==> config.mk <==
export PLATFORM = sky130hd
export DESIGN_NAME = ifrt_ctrl
export DESIGN_NICKNAME = d
export VERILOG_FILES = /design/src/rtl/ip_fragment_reassembly_tracker_assert.svh /design/src/rtl/ifrt_pkg.sv /design/src/rtl/ifrt_ctrl.sv
export SDC_FILE = /design/constraint.sdc
export NUM_CORES = 1
export LEC_CHECK = 0
export BUFFER_PORTS_ARGS = -buffer_cell sky130_fd_sc_hd__buf_2
export CORE_ASPECT_RATIO = 0.7
export CORE_MARGIN = 1.5
export CORE_UTILIZATION = 55
export CTS_BUF_LIST = sky130_fd_sc_hd__clkbuf_2
export DETAILED_ROUTE_END_ITERATION = 8
export PLACE_DENSITY = 0.85
export SYNTH_ARGS = -nofsm -noshare
export SYNTH_HDL_FRONTEND = slang
export SYNTH_SLANG_ARGS = --single-unit
==> constraint.sdc <==
create_clock -name aclk -period 6.1 [get_ports aclk]
set_clock_uncertainty 0.1 [all_clocks]
set_input_delay 0.305 -clock aclk [delete_from_list [all_inputs] [get_ports aclk]]
set_output_delay 0.305 -clock aclk [all_outputs]
set_load 0.01 [all_outputs]
==> src/rtl/ip_fragment_reassembly_tracker_assert.svh <==
// Assertion macros for the fragment reassembly tracker.
`ifndef IP_FRAGMENT_REASSEMBLY_TRACKER_ASSERT_SVH
`define IP_FRAGMENT_REASSEMBLY_TRACKER_ASSERT_SVH

// Same-cycle implication, sampled on aclk, off while in reset.
`define IFRT_ASSERT_IMP(lbl, ante, cons, msg) \
    lbl: assert property (@(posedge aclk) disable iff (!aresetn) (ante) |-> (cons)) \
        else $error(msg);

// Next-cycle implication, sampled on aclk, off while in reset.
`define IFRT_ASSERT_NXT(lbl, ante, cons, msg) \
    lbl: assert property (@(posedge aclk) disable iff (!aresetn) (ante) |=> (cons)) \
        else $error(msg);

`endif

==> src/rtl/ifrt_pkg.sv <==
// Shared types and constants of the fragment reassembly tracker.
package ifrt_pkg;

    localparam int ENTRIES_DEF    = 8;
    localparam int MAX_BLOCKS_DEF = 8192;
    localparam logic [7:0] EXPIRE_RESET = 8'd30;

    localparam int KEY_W = 88;
    localparam int OFF_W = 13;
    localparam int LEN_W = 16;
    localparam int BLK_W = 14;

    typedef enum logic [2:0] {
        ST_PENDING   = 3'd0,
        ST_COMPLETE  = 3'd1,
        ST_FULL      = 3'd2,
        ST_TICK      = 3'd3,
        ST_MALFORMED = 3'd4
    } status_t;

    typedef struct packed {
        logic    capture;
        logic    time_inc;
        logic    idx_clr;
        logic    idx_inc;
        logic    rec_hit;
        logic    rec_free;
        logic    alloc;
        logic    w_clr;
        logic    w_first;
        logic    w_inc;
        logic    bm_zero_wr;
        logic    bm_mark_wr;
        logic    len_wr;
        logic    len_latch;
        logic    slot_free;
        logic    tick_check;
        logic    kind_set;
        status_t kind;
        logic    res_load;
    } ifrt_cmd_t;

    typedef struct packed {
        logic is_tick;
        logic malformed;
        logic idx_last;
        logic match;
        logic free_found;
        logic clr_last;
        logic nblk_zero;
        logic mk_last;
        logic is_last;
        logic known;
        logic cnt_zero;
        logic ck_ok;
        logic ck_last;
        logic out_busy;
    } ifrt_sts_t;

endpackage

==> src/rtl/ifrt_ctrl.sv <==
// Controller: sequences lookup, allocation, bitmap marking, checks and ticks.
module ifrt_ctrl import ifrt_pkg::*; (
    input  logic      aclk,
    input  logic      aresetn,
    input  logic      in_valid,
    output logic      in_ready,
    input  ifrt_sts_t sts,
    output ifrt_cmd_t cmd
);

    typedef enum logic [15:0] {
        S_IDLE    = 16'b0000_0000_0000_0001,
        S_CHECK   = 16'b0000_0000_0000_0010,
        S_LK_RD   = 16'b0000_0000_0000_0100,
        S_LK_CMP  = 16'b0000_0000_0000_1000,
        S_ALLOC   = 16'b0000_0000_0001_0000,
        S_CLR     = 16'b0000_0000_0010_0000,
        S_MK_RD   = 16'b0000_0000_0100_0000,
        S_MK_WR   = 16'b0000_0000_1000_0000,
        S_LEN     = 16'b0000_0001_0000_0000,
        S_LEN_Q   = 16'b0000_0010_0000_0000,
        S_CK_INIT = 16'b0000_0100_0000_0000,
        S_CK_RD   = 16'b0000_1000_0000_0000,
        S_CK_CMP  = 16'b0001_0000_0000_0000,
        S_TK_RD   = 16'b0010_0000_0000_0000,
        S_TK_CMP  = 16'b0100_0000_0000_0000,
        S_EMIT    = 16'b1000_0000_0000_0000
    } state_t;

    state_t state_reg, state_next;

    always_ff @(posedge aclk) begin
        if (!aresetn) begin
            state_reg <= S_IDLE;
        end else begin
            state_reg <= state_next;
        end
    end

    assign in_ready = state_reg == S_IDLE;

    always_comb begin
        cmd        = '0;
        cmd.kind   = ST_PENDING;
        state_next = state_reg;
        case (state_reg)
            S_IDLE: begin
                if (in_valid) begin
                    cmd.capture = 1'b1;
                    state_next  = S_CHECK;
                end
            end
            S_CHECK: begin
                cmd.idx_clr = 1'b1;
                if (sts.is_tick) begin
                    cmd.time_inc = 1'b1;
                    state_next   = S_TK_RD;
                end else if (sts.malformed) begin
                    cmd.kind_set = 1'b1;
                    cmd.kind     = ST_MALFORMED;
                    state_next   = S_EMIT;
                end else begin
                    state_next = S_LK_RD;
                end
            end
            S_LK_RD: state_next = S_LK_CMP;
            S_LK_CMP: begin
                cmd.rec_free = 1'b1;
                if (sts.match) begin
                    cmd.rec_hit = 1'b1;
                    cmd.w_first = 1'b1;
                    state_next  = sts.nblk_zero ? S_LEN : S_MK_RD;
                end else if (!sts.idx_last) begin
                    cmd.idx_inc = 1'b1;
                    state_next  = S_LK_RD;
                end else if (sts.free_found) begin
                    state_next = S_ALLOC;
                end else begin
                    cmd.kind_set = 1'b1;
                    cmd.kind     = ST_FULL;
                    state_next   = S_EMIT;
                end
            end
            S_ALLOC: begin
                cmd.alloc  = 1'b1;
                cmd.w_clr  = 1'b1;
                state_next = S_CLR;
            end
            S_CLR: begin
                // wipe the new slot's bitmap row one word a cycle
                cmd.bm_zero_wr = 1'b1;
                if (sts.clr_last) begin
                    cmd.w_first = 1'b1;
                    state_next  = sts.nblk_zero ? S_LEN : S_MK_RD;
                end else begin
                    cmd.w_inc = 1'b1;
                end
            end
            S_MK_RD: state_next = S_MK_WR;
            S_MK_WR: begin
                cmd.bm_mark_wr = 1'b1;
                if (sts.mk_last) begin
                    state_next = S_LEN;
                end else begin
                    cmd.w_inc  = 1'b1;
                    state_next = S_MK_RD;
                end
            end
            S_LEN: begin
                cmd.len_wr = sts.is_last;
                state_next = S_LEN_Q;
            end
            S_LEN_Q: begin
                cmd.len_latch = 1'b1;
                state_next    = S_CK_INIT;
            end
            S_CK_INIT: begin
                cmd.kind_set = 1'b1;
                if (!sts.known) begin
                    cmd.kind   = ST_PENDING;
                    state_next = S_EMIT;
                end else if (sts.cnt_zero) begin
                    cmd.kind      = ST_COMPLETE;
                    cmd.slot_free = 1'b1;
                    state_next    = S_EMIT;
                end else begin
                    cmd.kind_set = 1'b0;
                    cmd.w_clr    = 1'b1;
                    state_next   = S_CK_RD;
                end
            end
            S_CK_RD: state_next = S_CK_CMP;
            S_CK_CMP: begin
                if (!sts.ck_ok) begin
                    cmd.kind_set = 1'b1;
                    cmd.kind     = ST_PENDING;
                    state_next   = S_EMIT;
                end else if (sts.ck_last) begin
                    cmd.kind_set  = 1'b1;
                    cmd.kind      = ST_COMPLETE;
                    cmd.slot_free = 1'b1;
                    state_next    = S_EMIT;
                end else begin
                    cmd.w_inc  = 1'b1;
                    state_next = S_CK_RD;
                end
            end
            S_TK_RD: state_next = S_TK_CMP;
            S_TK_CMP: begin
                cmd.tick_check = 1'b1;
                if (sts.idx_last) begin
                    cmd.kind_set = 1'b1;
                    cmd.kind     = ST_TICK;
                    state_next   = S_EMIT;
                end else begin
                    cmd.idx_inc = 1'b1;
                    state_next  = S_TK_RD;
                end
            end
            S_EMIT: begin
                // hold until the result register is free
                if (!sts.out_busy) begin
                    cmd.res_load = 1'b1;
                    state_next   = S_IDLE;
                end
            end
            default: state_next = S_IDLE;
        endcase
    end

endmodule

# Yosys cells after proc, flatten, opt, wreduce, memory -nomap -nowiden
# Index checks and enable logic that the tools add are counted.
[classes]
n_eq_ne = 19
mux = 60
n_reduce_logical = 1
[ops]
columns = ["operator", "n"]
rows = [
  ["one-hot mux 16 bit (16 select lines)", 1],
  ["two-way mux 16 bit", 13],
  ["two-way mux 4 bit", 8],
  ["two-way mux 1 bit", 28],
  ["one-hot mux 4 bit (5 select lines)", 1],
  ["two-way mux 9 bit", 2],
  ["== test 16 x 1 -> 1 bit (second input constant)", 1],
  ["== test 16 x 10 -> 1 bit (second input constant)", 1],
  ["== test 16 x 11 -> 1 bit (second input constant)", 1],
  ["== test 16 x 12 -> 1 bit (second input constant)", 1],
  ["== test 16 x 13 -> 1 bit (second input constant)", 1],
  ["== test 16 x 14 -> 1 bit (second input constant)", 1],
  ["== test 16 x 15 -> 1 bit (second input constant)", 1],
  ["== test 16 bit (second input constant)", 1],
  ["== test 16 x 2 -> 1 bit (second input constant)", 1],
  ["== test 16 x 3 -> 1 bit (second input constant)", 1],
  ["== test 16 x 4 -> 1 bit (second input constant)", 1],
  ["== test 16 x 5 -> 1 bit (second input constant)", 1],
  ["== test 16 x 6 -> 1 bit (second input constant)", 1],
  ["== test 16 x 7 -> 1 bit (second input constant)", 1],
  ["== test 16 x 8 -> 1 bit (second input constant)", 1],
  ["== test 16 x 9 -> 1 bit (second input constant)", 1],
  ["one-hot mux 1 bit (2 select lines)", 4],
  ["!= test 2 bit (second input constant)", 3],
  ["other kinds (3)", 4],
]
[totals]
regBits = 16
input_bits = 17
out_inout_bits = 22
elab_cells = 81

# Longest topological paths before layout
# Gate-level depths: netlist (run 1).
[logic_depth]
depth_word = 4
depth_mapped = 7
mapped_depth_nobuf = 6

# Worst setup path after synthesis (run 1)
# Ideal clock, no wire load.
[synth_timing]
path_kind = "reg-to-output"
startpoint = "register state_reg[13]"
endpoint = "output cmd[1] (netlist name)"
t_arrival_ns = 1.801
t_required_ns = 5.695
setup_slack_ns = 3.894
path_stages_with_launch = 7
n_path_buf = 1
cell_sequence = "dfxtp_1 > clkbuf_1 > nor4_2 > and3_1 > nand3_1 > o22ai_1 > a21o_1"
[synth_rtl]
columns = ["element", "line", "text"]
rows = [
  ["start, declared", "ifrt_ctrl.sv:30", "state_t state_reg, state_next;"],
  ["start signal, assigned", "ifrt_ctrl.sv:36", "state_reg <= state_next;"],
  ["end, declared", "ifrt_ctrl.sv:8", "output ifrt_cmd_t cmd"],
]

==> results of run 1 <==
-- layout make-up --
class	instances	area [µm²]	share of cell area (%)
flip-flops and latches	16	320	23.7
inverters	13	48.8	3.60
clock buffers	3	15.0	1.11
multi-input cells	115	752	55.5
repair buffers	38	190	14.0
well taps	22	27.5	2.03
-- kinds of logic (layout without fill, tap and decap cells) --
kind of cell	Yosys count	in the layout	share of synthesized area [%]
AND/OR/NAND/NOR	84	84	46.0
buffers and inverters	21	54	7.65
XOR/XNOR	6	6	4.53
AO/OA/AOI/OAI	25	25	14.2
flip-flops	16	16	27.6
-- cells in the final DEF (no fill, tap or decap), types with 2 or more instances in the layout --
cell and count:
nand2_1 5, nor4b_1 12, o21a_1 2, and2_1 6
nand3b_1 2, nor4_1 2, nor3_1 3, inv_1 12
dfxtp_1 16, xor2_1 5, a21oi_1 5, o21ai_1 2
nand4_1 6, o22ai_1 5, clkbuf_2 3, and4b_1 2
nand2b_1 2, nor2b_1 2, nor2_1 16, buf_2 38
and3_1 6, nand3_1 9, nor4_2 4, a211o_1 2
o21ai_0 3
-- metal layers --
layer  vias to the layer above  global-route usage (%)  routed length, µm
met2                        75                    49.3               1500
met1                       608                    39.5               1420
met4                         0                    6.05                 60
li1                        628                       -                  -
met3                        11                    6.85                328
met5                         -                       0                  0
-- cell usage after synthesis (3+ instances only) --
cell,instances
a21oi_1,5
and2_1,6
and3_1,6
clkbuf_1,5
dfxtp_1,16
inv_1,12
nand2_1,5
nand3_1,9
nand4_1,6
nor2_1,16
nor3_1,3
nor4_2,4
nor4b_1,12
o21ai_0,3
o22ai_1,5
xor2_1,5
-- through the flow --
stage               setup WS [ns]  util, %  hold slack, ns  area [µm²]
detailed placement           3.59     69.8           0.464        1340
floorplan                    3.89        -           0.331        1160
global route                 3.01     70.5           0.164        1350
finish                       3.17     70.5           0.152        1350
CTS                          3.22     70.5           0.150        1350
global placement             3.67     69.8           0.455        1340
-- power by group through the flow --
stage               clock network [mW]  logic [mW]  registers [mW]
floorplan                            0      0.0268           0.109
global placement                     0      0.0348           0.112
detailed placement                   0      0.0359           0.112
CTS                             0.0473      0.0362           0.110
global route                    0.0515      0.0404           0.110
finish                          0.0484      0.0369           0.110
-- path summary, 6_finish.rpt --
path / from / end / slack (ns) / cells after the start
worst max register to register: state_reg[15]$_SDFFE_PN0P_ / state_reg[8]$_SDFFE_PN0P_ / 3.60 / 5
worst min-delay path: in_valid / state_reg[1]$_SDFFE_PN0P_ / 0.15 / 2
worst max-delay path: state_reg[0]$_SDFFE_PN1P_ / cmd[1] / 3.17 / 6
worst min register to register: state_reg[13]$_SDFFE_PN0P_ / state_reg[14]$_SDFFE_PN0P_ / 0.51 / 1
==> results.toml, run 1 <==
[flow_run]
maxCapViolations = 0

[synthesis]
async_flop_share_pct = 0
ys_ff_latch = 16
synth_area_leaders = "dfxtp_1 28%, nor4b_1 9.1%, nor2_1 5.2%"
yosys_warnings = 0
yosysTopAreaCell = "dfxtp_1"
synth_ff_type = "dfxtp_1"
synth_enable_flop_cells = 0
syn_inst = 152
netlist_area_mm2 = 0.00116
synth_nets = 169
ys_types = 41
synth_area_per_cell_um2 = 7.64
synth-seq-area-share_pct = 27.6
synth.top_cell.area_share_pct = 27.6

[finish]
antennaDiodeCount = 0
nFillCells = 160
layout-drive-gt1-share_pct = 25.9
fin_cells = 207
finalNetCount = 204
largest_reg_flops = 16
area_delta_synth_final_pct = 16.6

[global_routing]
grtUsageTotal_pct = 29.8
grt_pass1_vias = 1216
antenna_found_initial = 0
grt_pass1_wl_um = 5570
grt_start_max_net_pins = 13
grt_overflow = 0

[floorplan]
die_h_um = 41.4
ioPinCount = 39
fp.coreArea_mm2 = 0.00192
start_util_pct = 60.5
rows = 13
die_w_um = 57.9
dieArea_mm2 = 0.00240

[routing]
drtAntennaViolNets = 0
drt-total-wl_um = 3310
wl_per_cell_um = 16.0
drc_errors = 0
drt_iter0_markers = 86
route.vias.total = 1322
first_pass_iters = 6
vias_per_cell = 6.39

[timing]
period_minus_slack_ns = 2.93
tightestPinTransition_ns = 0.811
rsz0062_at_grt = "false"
finalMaxSlewViolations = 0
relSlewSlack_pct = 45.5
setup_viol = 0
tns_ns = 0
fmax_ghz = 0.341
post-route-period-util_pct = 48.1
timing_hold_violations_final = 0

[clocking]
post_cts_buffers = 0
numCtsBuffers = 3
clock_sinks = 16
post_cts_resized = 0
clock_path_buffers = 2
cts_tree = "done"
clkLatencyLatePin_ns = 0.31
h-tree-depth = 1
cts_hold_buf = 0
clk_pin_slew_worst_paths_ns = 0.14
cts_root_buf = "clkbuf_2"

[power_and_ir_drop]
comb_power_share_pct = 18.9
p_per_area_mw_per_mm2 = 144
p_seq_share_pct = 56.4
total_power_uw = 195
p_leak_nw = 0.710
swShare_pct = 30.5
peakVddDrop_mv = 0.102
pwr-share-clk_pct = 24.8
p_int_uw = 136
p_switching_uw = 59.7

[worst_setup_path]
crit_path_top_delay_cell = "nor4_2"
crit_fanout = 9
cp.required_ns = 5.69
arrival_ns = 2.53
crit_path_end_kind = "output pin"
slowest_delay_ns = 0.77
path_cells = "nor4_2 > and3_1 > nand3_1 > o22ai_1 > a21o_1 > buf_2"
startpoint_type = "register"
cp_top_family = "simple AND/OR/NAND/NOR gates"
crit_buf_inv = 1
path_class = "reg2out"

[place]
dp_hpwl_um = 2530
portBuffers = 38
place_congestion = 0.917
dp_cells = 204

[worst_hold_path]
hold_path.class = "in2reg"

[status]
outcome = "finished clean"
Power figures use the tool's default switching activity.
==> run 2, diff against run 1 <==
- CORE_UTILIZATION: 55 -> 47
- PLACE_DENSITY: 0.85 -> 0.77
- clock period: 6.1 -> 2.4 ns (I/O delays scaled with it)
==> run 2 against run 1 <==
Compared with the run above:
- clock-buffer cell count did not move
- wire length rose by 10%
- critical path depth fell by 1
- cell area rose by 14%
- combinational power rose to 3.0 times the previous value
- final cell count rose by 12%
- critical path type unchanged
==> results.toml, run 2 (same netlist as run 1, synthesis figures left out) <==
[finish]
layout-drive-gt1-share_pct = 33.2
design_area_mm2 = 0.00155
largest_reg_flops = 16
area_delta_synth_final_pct = 33.3
antennaDiodeCount = 0
final_cell_mix = "38 x buf_2, 15 x nor2_1, 13 x dfxtp_1"
fin_cells = 231
finalNetCount = 217
layout_commonest_cell = "buf_2"

[global_routing]
grt_start_max_net_pins = 13
grt_pass1_wl_um = 5620
grt.met2_usage_pct = 42.6
met1_usage_pct = 35.0
antenna_found_initial = 0
grt_overflow = 0
grt_busiest_layer = "met2"
grtUsageTotal_pct = 26.3
met3_usage_pct = 5.85
grt_pass1_vias = 1243

[timing]
setup_viol = 0
whs_ns = 0.0343
timing_hold_violations_final = 0
fmax_ghz = 0.436
tightestPinTransition_ns = 0.742
tns_ns = 0
post-route-period-util_pct = 95.6
finalMaxSlewViolations = 0
relSlewSlack_pct = 50.4
period_minus_slack_ns = 2.29

[clocking]
cts_root_buf = "clkbuf_2"
h-tree-depth = 1
clkLatencyLatePin_ns = 0.31
clk_pin_slew_worst_paths_ns = 0.16
cts_tree = "done"
numCtsBuffers = 3
clock_sinks = 16
clock_path_buffers = 2

[place]
portBuffers = 38
dp_cells = 219
place_congestion = 0.932
placed_cell_area_mm2 = 0.00139
dp_hpwl_um = 2690

[worst_setup_path]
arrival_ns = 2.07
crit_path_top_delay_cell = "nor4_4"
crit_fanout = 6
cp.required_ns = 2.18
crit_buf_inv = 1
slowest_delay_ns = 0.47
path_cells = "nor4_4 > nand4_1 > nand2b_1 > a21oi_1 > buf_2"
cp_top_family = "simple AND/OR/NAND/NOR gates"
regToRegSetupSlack_ns = 0.19
startpoint_type = "register"
crit_path_end_kind = "output pin"
path_class = "reg2out"

[power_and_ir_drop]
p_leak_nw = 0.788
peakVddDrop_mv = 0.242
p_per_area_mw_per_mm2 = 340

[floorplan]
rows = 14
ioPinCount = 39
dieArea_mm2 = 0.00278
die_h_um = 44.6
die_w_um = 62.4
fp.coreArea_mm2 = 0.00224
start_util_pct = 51.8

[routing]
drc_errors = 0
drtAntennaViolNets = 0
first_pass_iters = 5
wl_per_cell_um = 15.8
route.vias.total = 1405
drt-total-wl_um = 3640
vias_per_cell = 6.08
drt_iter0_markers = 165

[status]
outcome = "finished clean"

[worst_hold_path]
hold_path.class = "in2reg"

[flow_run]
maxCapViolations = 0
==> run 2: changes by cell type in the layout (fill, tap and decap cells not counted), sizes merged <==
cell         delta
buf             +8
dlygate4sd3     +5
clkinv          +1
==> run 2: final timing paths <==
| kind | from | cells past startpoint | end |
|---|---|---|---|
| min | sts[10] | 3 | state_reg[2]$_SDFFE_PN0P_ |
| min reg2reg | state_reg[1]$_SDFFE_PN0P_ | 1 | state_reg[3]$_SDFFE_PN0P_ |
| max | state_reg[15]$_SDFFE_PN0P_ | 5 | cmd[17] |
| max reg2reg | state_reg[15]$_SDFFE_PN0P_ | 6 | state_reg[8]$_SDFFE_PN0P_ |
==> run 2: area by class of cell <==
cell class	instances	area [µm²]
multi-input cells	115	816
fillers	202	694
flip-flops and latches	16	324
repair buffers	51	300
inverters	13	48.8
well taps	32	40.0
clock buffers	3	15.0
clock inverters	1	3.75
==> run 2: per-layer routing <==
metal	wire [µm]	share of wire [%]	vias to the layer above
met4	91	2.5	0
met1	1570	43	654
met2	1640	45	80
met5	0	0	-
li1	-	-	659
met3	343	9.4	12
==> run 2: worst register-to-register path: stages (launching register included) <==
cell and delay, ns:
dfxtp_1 0.41, nor4_4 0.47, nand4_1 0.36, buf_4 0.24
o21ai_0 0.29, a22oi_1 0.12, nor3_1 0.18
==> run 2: timing repair <==
action,CTS,global route
gates resized for setup,2,12
hold endpoints to repair,3,0
pin swaps,1,4
hold buffers,5,0
setup endpoints to repair,6,10
setup buffers,0,3
==> run 2: per-stage QoR <==
step	worst slack [ns]	total power [mW]	util (%)
detailed placement	0.151	0.377	61.9
global route	-0.0171	0.546	69.0
CTS	0.000870	0.510	65.8
floorplan	0.379	0.345	-
global placement	0.247	0.373	61.9
finish	0.106	0.526	69.0
==> run 2: power breakdown <==
group	internal [mW]	total [mW]	switching [mW]	leakage (nW)
Clock	0.0362	0.131	0.0950	0.0140
Combinational	0.0539	0.111	0.0573	0.644
Sequential	0.271	0.283	0.0127	0.130
Total	0.361	0.526	0.165	0.788
==> run 3, diff against run 2 <==
- CORE_ASPECT_RATIO: 0.7 -> 0.75
==> run 3 against run 2 <==
Compared with the run above:
- the run now ends with setup timing left
- sequential share of layout area is 0.052 points higher
- critical path depth grew 2
- total power up 0.93%
- flip-flop and latch count stayed put
- core utilization is 1.7 points lower
- wire length is 1.9% higher
- non-clock buffer count did not move
- combinational power increased by 6%
- highest routed layer unchanged
- clock-buffer cell count did not move
- fmax decreased by 5.3%
==> results.toml, run 3 (same netlist as run 1, synthesis figures left out) <==
[worst_setup_path]
crit_path_top_delay_cell = "nor4_4"
regToRegSetupSlack_ns = 0.18
crit_cells = 7
cp.required_ns = 2.18
crit_fanout = 8
worstReg2RegEnd = "state_reg[6]$_SDFFE_PN0P_"
path_cells = "nor4_4 > buf_4 > nand2_4 > nor2_4 > nand4b_1 > o21ai_1 > buf_2"
cp-startpoint = "state_reg[14]$_SDFFE_PN0P_"
slowest_delay_ns = 0.53
crit_buf_inv = 2
crit_path_end_kind = "output pin"
path_class = "reg2out"
rr_startpoint = "state_reg[0]$_SDFFE_PN1P_"
startpoint_type = "register"
endpoint = "cmd[13]"
arrival_ns = 2.20
cp_top_family = "simple AND/OR/NAND/NOR gates"
ff2ff_path_depth = 5

[finish]
final_cell_mix = "38 x buf_2, 15 x nor2_1, 12 x inv_1"
antennaDiodeCount = 0
largest_reg_flops = 16
design_area_mm2 = 0.00157
layout_commonest_cell = "buf_2"
finalCoreUtilization_pct = 67.4
area_delta_synth_final_pct = 35.0
fin_cells = 233
finalNetCount = 217
layout-drive-gt1-share_pct = 35.7

[clocking]
clkLatencyLatePin_ns = 0.31
clk_pin_slew_worst_paths_ns = 0.17
clock_path_buffers = 2
h-tree-depth = 1
numCtsBuffers = 3
cts_tree = "done"
clock_sinks = 16
cts_root_buf = "clkbuf_2"

[place]
place_congestion = 0.852
placed_cell_area_mm2 = 0.00138
portBuffers = 38
pre_cts_ws_ns = 0.159
dp_hpwl_um = 2560
dp_cells = 220

[power_and_ir_drop]
peakVddDrop_mv = 0.209
swShare_pct = 31.7
comb_power_share_pct = 22.2
p_switching_uw = 168
p_seq_share_pct = 53.0
p_per_area_mw_per_mm2 = 339
p_leak_nw = 0.787
total_power_uw = 531
p_int_uw = 362
pwr-share-clk_pct = 24.9

[status]
failed_checks = "setup timing"
outcome = "finished with violations"

[routing]
first_pass_iters = 4
wl_per_cell_um = 15.9
route.vias.total = 1405
drt_iter0_markers = 81
vias_per_cell = 6.03
drtAntennaViolNets = 0
drt-total-wl_um = 3720
drc_errors = 0

[timing]
relSlewSlack_pct = 59.0
setup_viol = 1
timing_hold_violations_final = 0
finalMaxSlewViolations = 0
rsz0062_at_grt = "true"
period_minus_slack_ns = 2.42
fmax_ghz = 0.413
tightestPinTransition_ns = 0.614
post-route-period-util_pct = 101
setup_slack_ns = -0.0228

[floorplan]
die_w_um = 60.4
fp.coreArea_mm2 = 0.00233
start_util_pct = 49.9
rows = 15
ioPinCount = 39
die_h_um = 46.0
dieArea_mm2 = 0.00278

[worst_hold_path]
hold_path.class = "in2reg"

[global_routing]
grt_start_max_net_pins = 13
antenna_found_initial = 0
grt_overflow = 0
grt_pass1_vias = 1167
grtUsageTotal_pct = 27.7
grt_pass1_wl_um = 5570

[flow_run]
maxCapViolations = 0
## run 3: area by class of cell
| cell class | instances | area [µm²] |
|---|---|---|
| multi-input cells | 115 | 828 |
| fillers | 204 | 759 |
| flip-flops and latches | 16 | 329 |
| repair buffers | 51 | 300 |
| inverters | 13 | 48.8 |
| well taps | 34 | 42.5 |
| clock buffers | 3 | 15.0 |
| clock inverters | 1 | 3.75 |
## run 3: worst register-to-register path, cell delays in order, from the launching register on
cell and delay, ns:
dfxtp_1 0.46, or4_4 0.64, or4_1 0.48, a21oi_1 0.17, a2111oi_1 0.10, nor3_1 0.20
## run 3: layer usage
metal | wire length [µm] | GRT usage (%)
met5 | 0 | 0
met3 | 300 | 7.10
met2 | 1740 | 41.1
met4 | 150 | 15.6
met1 | 1520 | 36.6
## run 3: how the worst min path moves through the flow
stage | end | depth (start not counted) | startpoint
6_report | state_reg[2]$_SDFFE_PN0P_ | 4 | sts[13]
3_5_place_dp | state_reg[1]$_SDFFE_PN0P_ | 2 | in_valid
4_1_cts | state_reg[2]$_SDFFE_PN0P_ | 4 | sts[13]
2_1_floorplan | state_reg[4]$_SDFFE_PN0P_ | 2 | sts[11]
5_1_grt | state_reg[2]$_SDFFE_PN0P_ | 4 | sts[13]
3_3_place_gp | state_reg[1]$_SDFFE_PN0P_ | 2 | in_valid
## run 3: metrics by stage
stage          hold slack [ns]  setup TNS, ns
2_1_floorplan            0.146              0
3_3_place_gp             0.270              0
3_5_place_dp             0.274              0
4_1_cts                0.00582              0
5_1_grt                 0.0198         -0.169
6_report                0.0102        -0.0228
## run 3: power by group through the flow
stage               clock network [mW]  registers, mW  logic [mW]
CTS                              0.134          0.281       0.104
floorplan                            0          0.277      0.0681
global route                     0.144          0.283       0.126
global placement                     0          0.284      0.0890
finish                           0.132          0.281       0.118
detailed placement                   0          0.285      0.0906
## run 3: timing repair
item                                   4_1_cts  5_1_grt
buffers inserted                             2        2
hold buffers                                 5        0
gates resized for setup                      2       20
pin swaps                                    1        5
setup endpoints to repair                   11       10
endpoints found under the hold margin        4        0
gates cloned                                 0        0
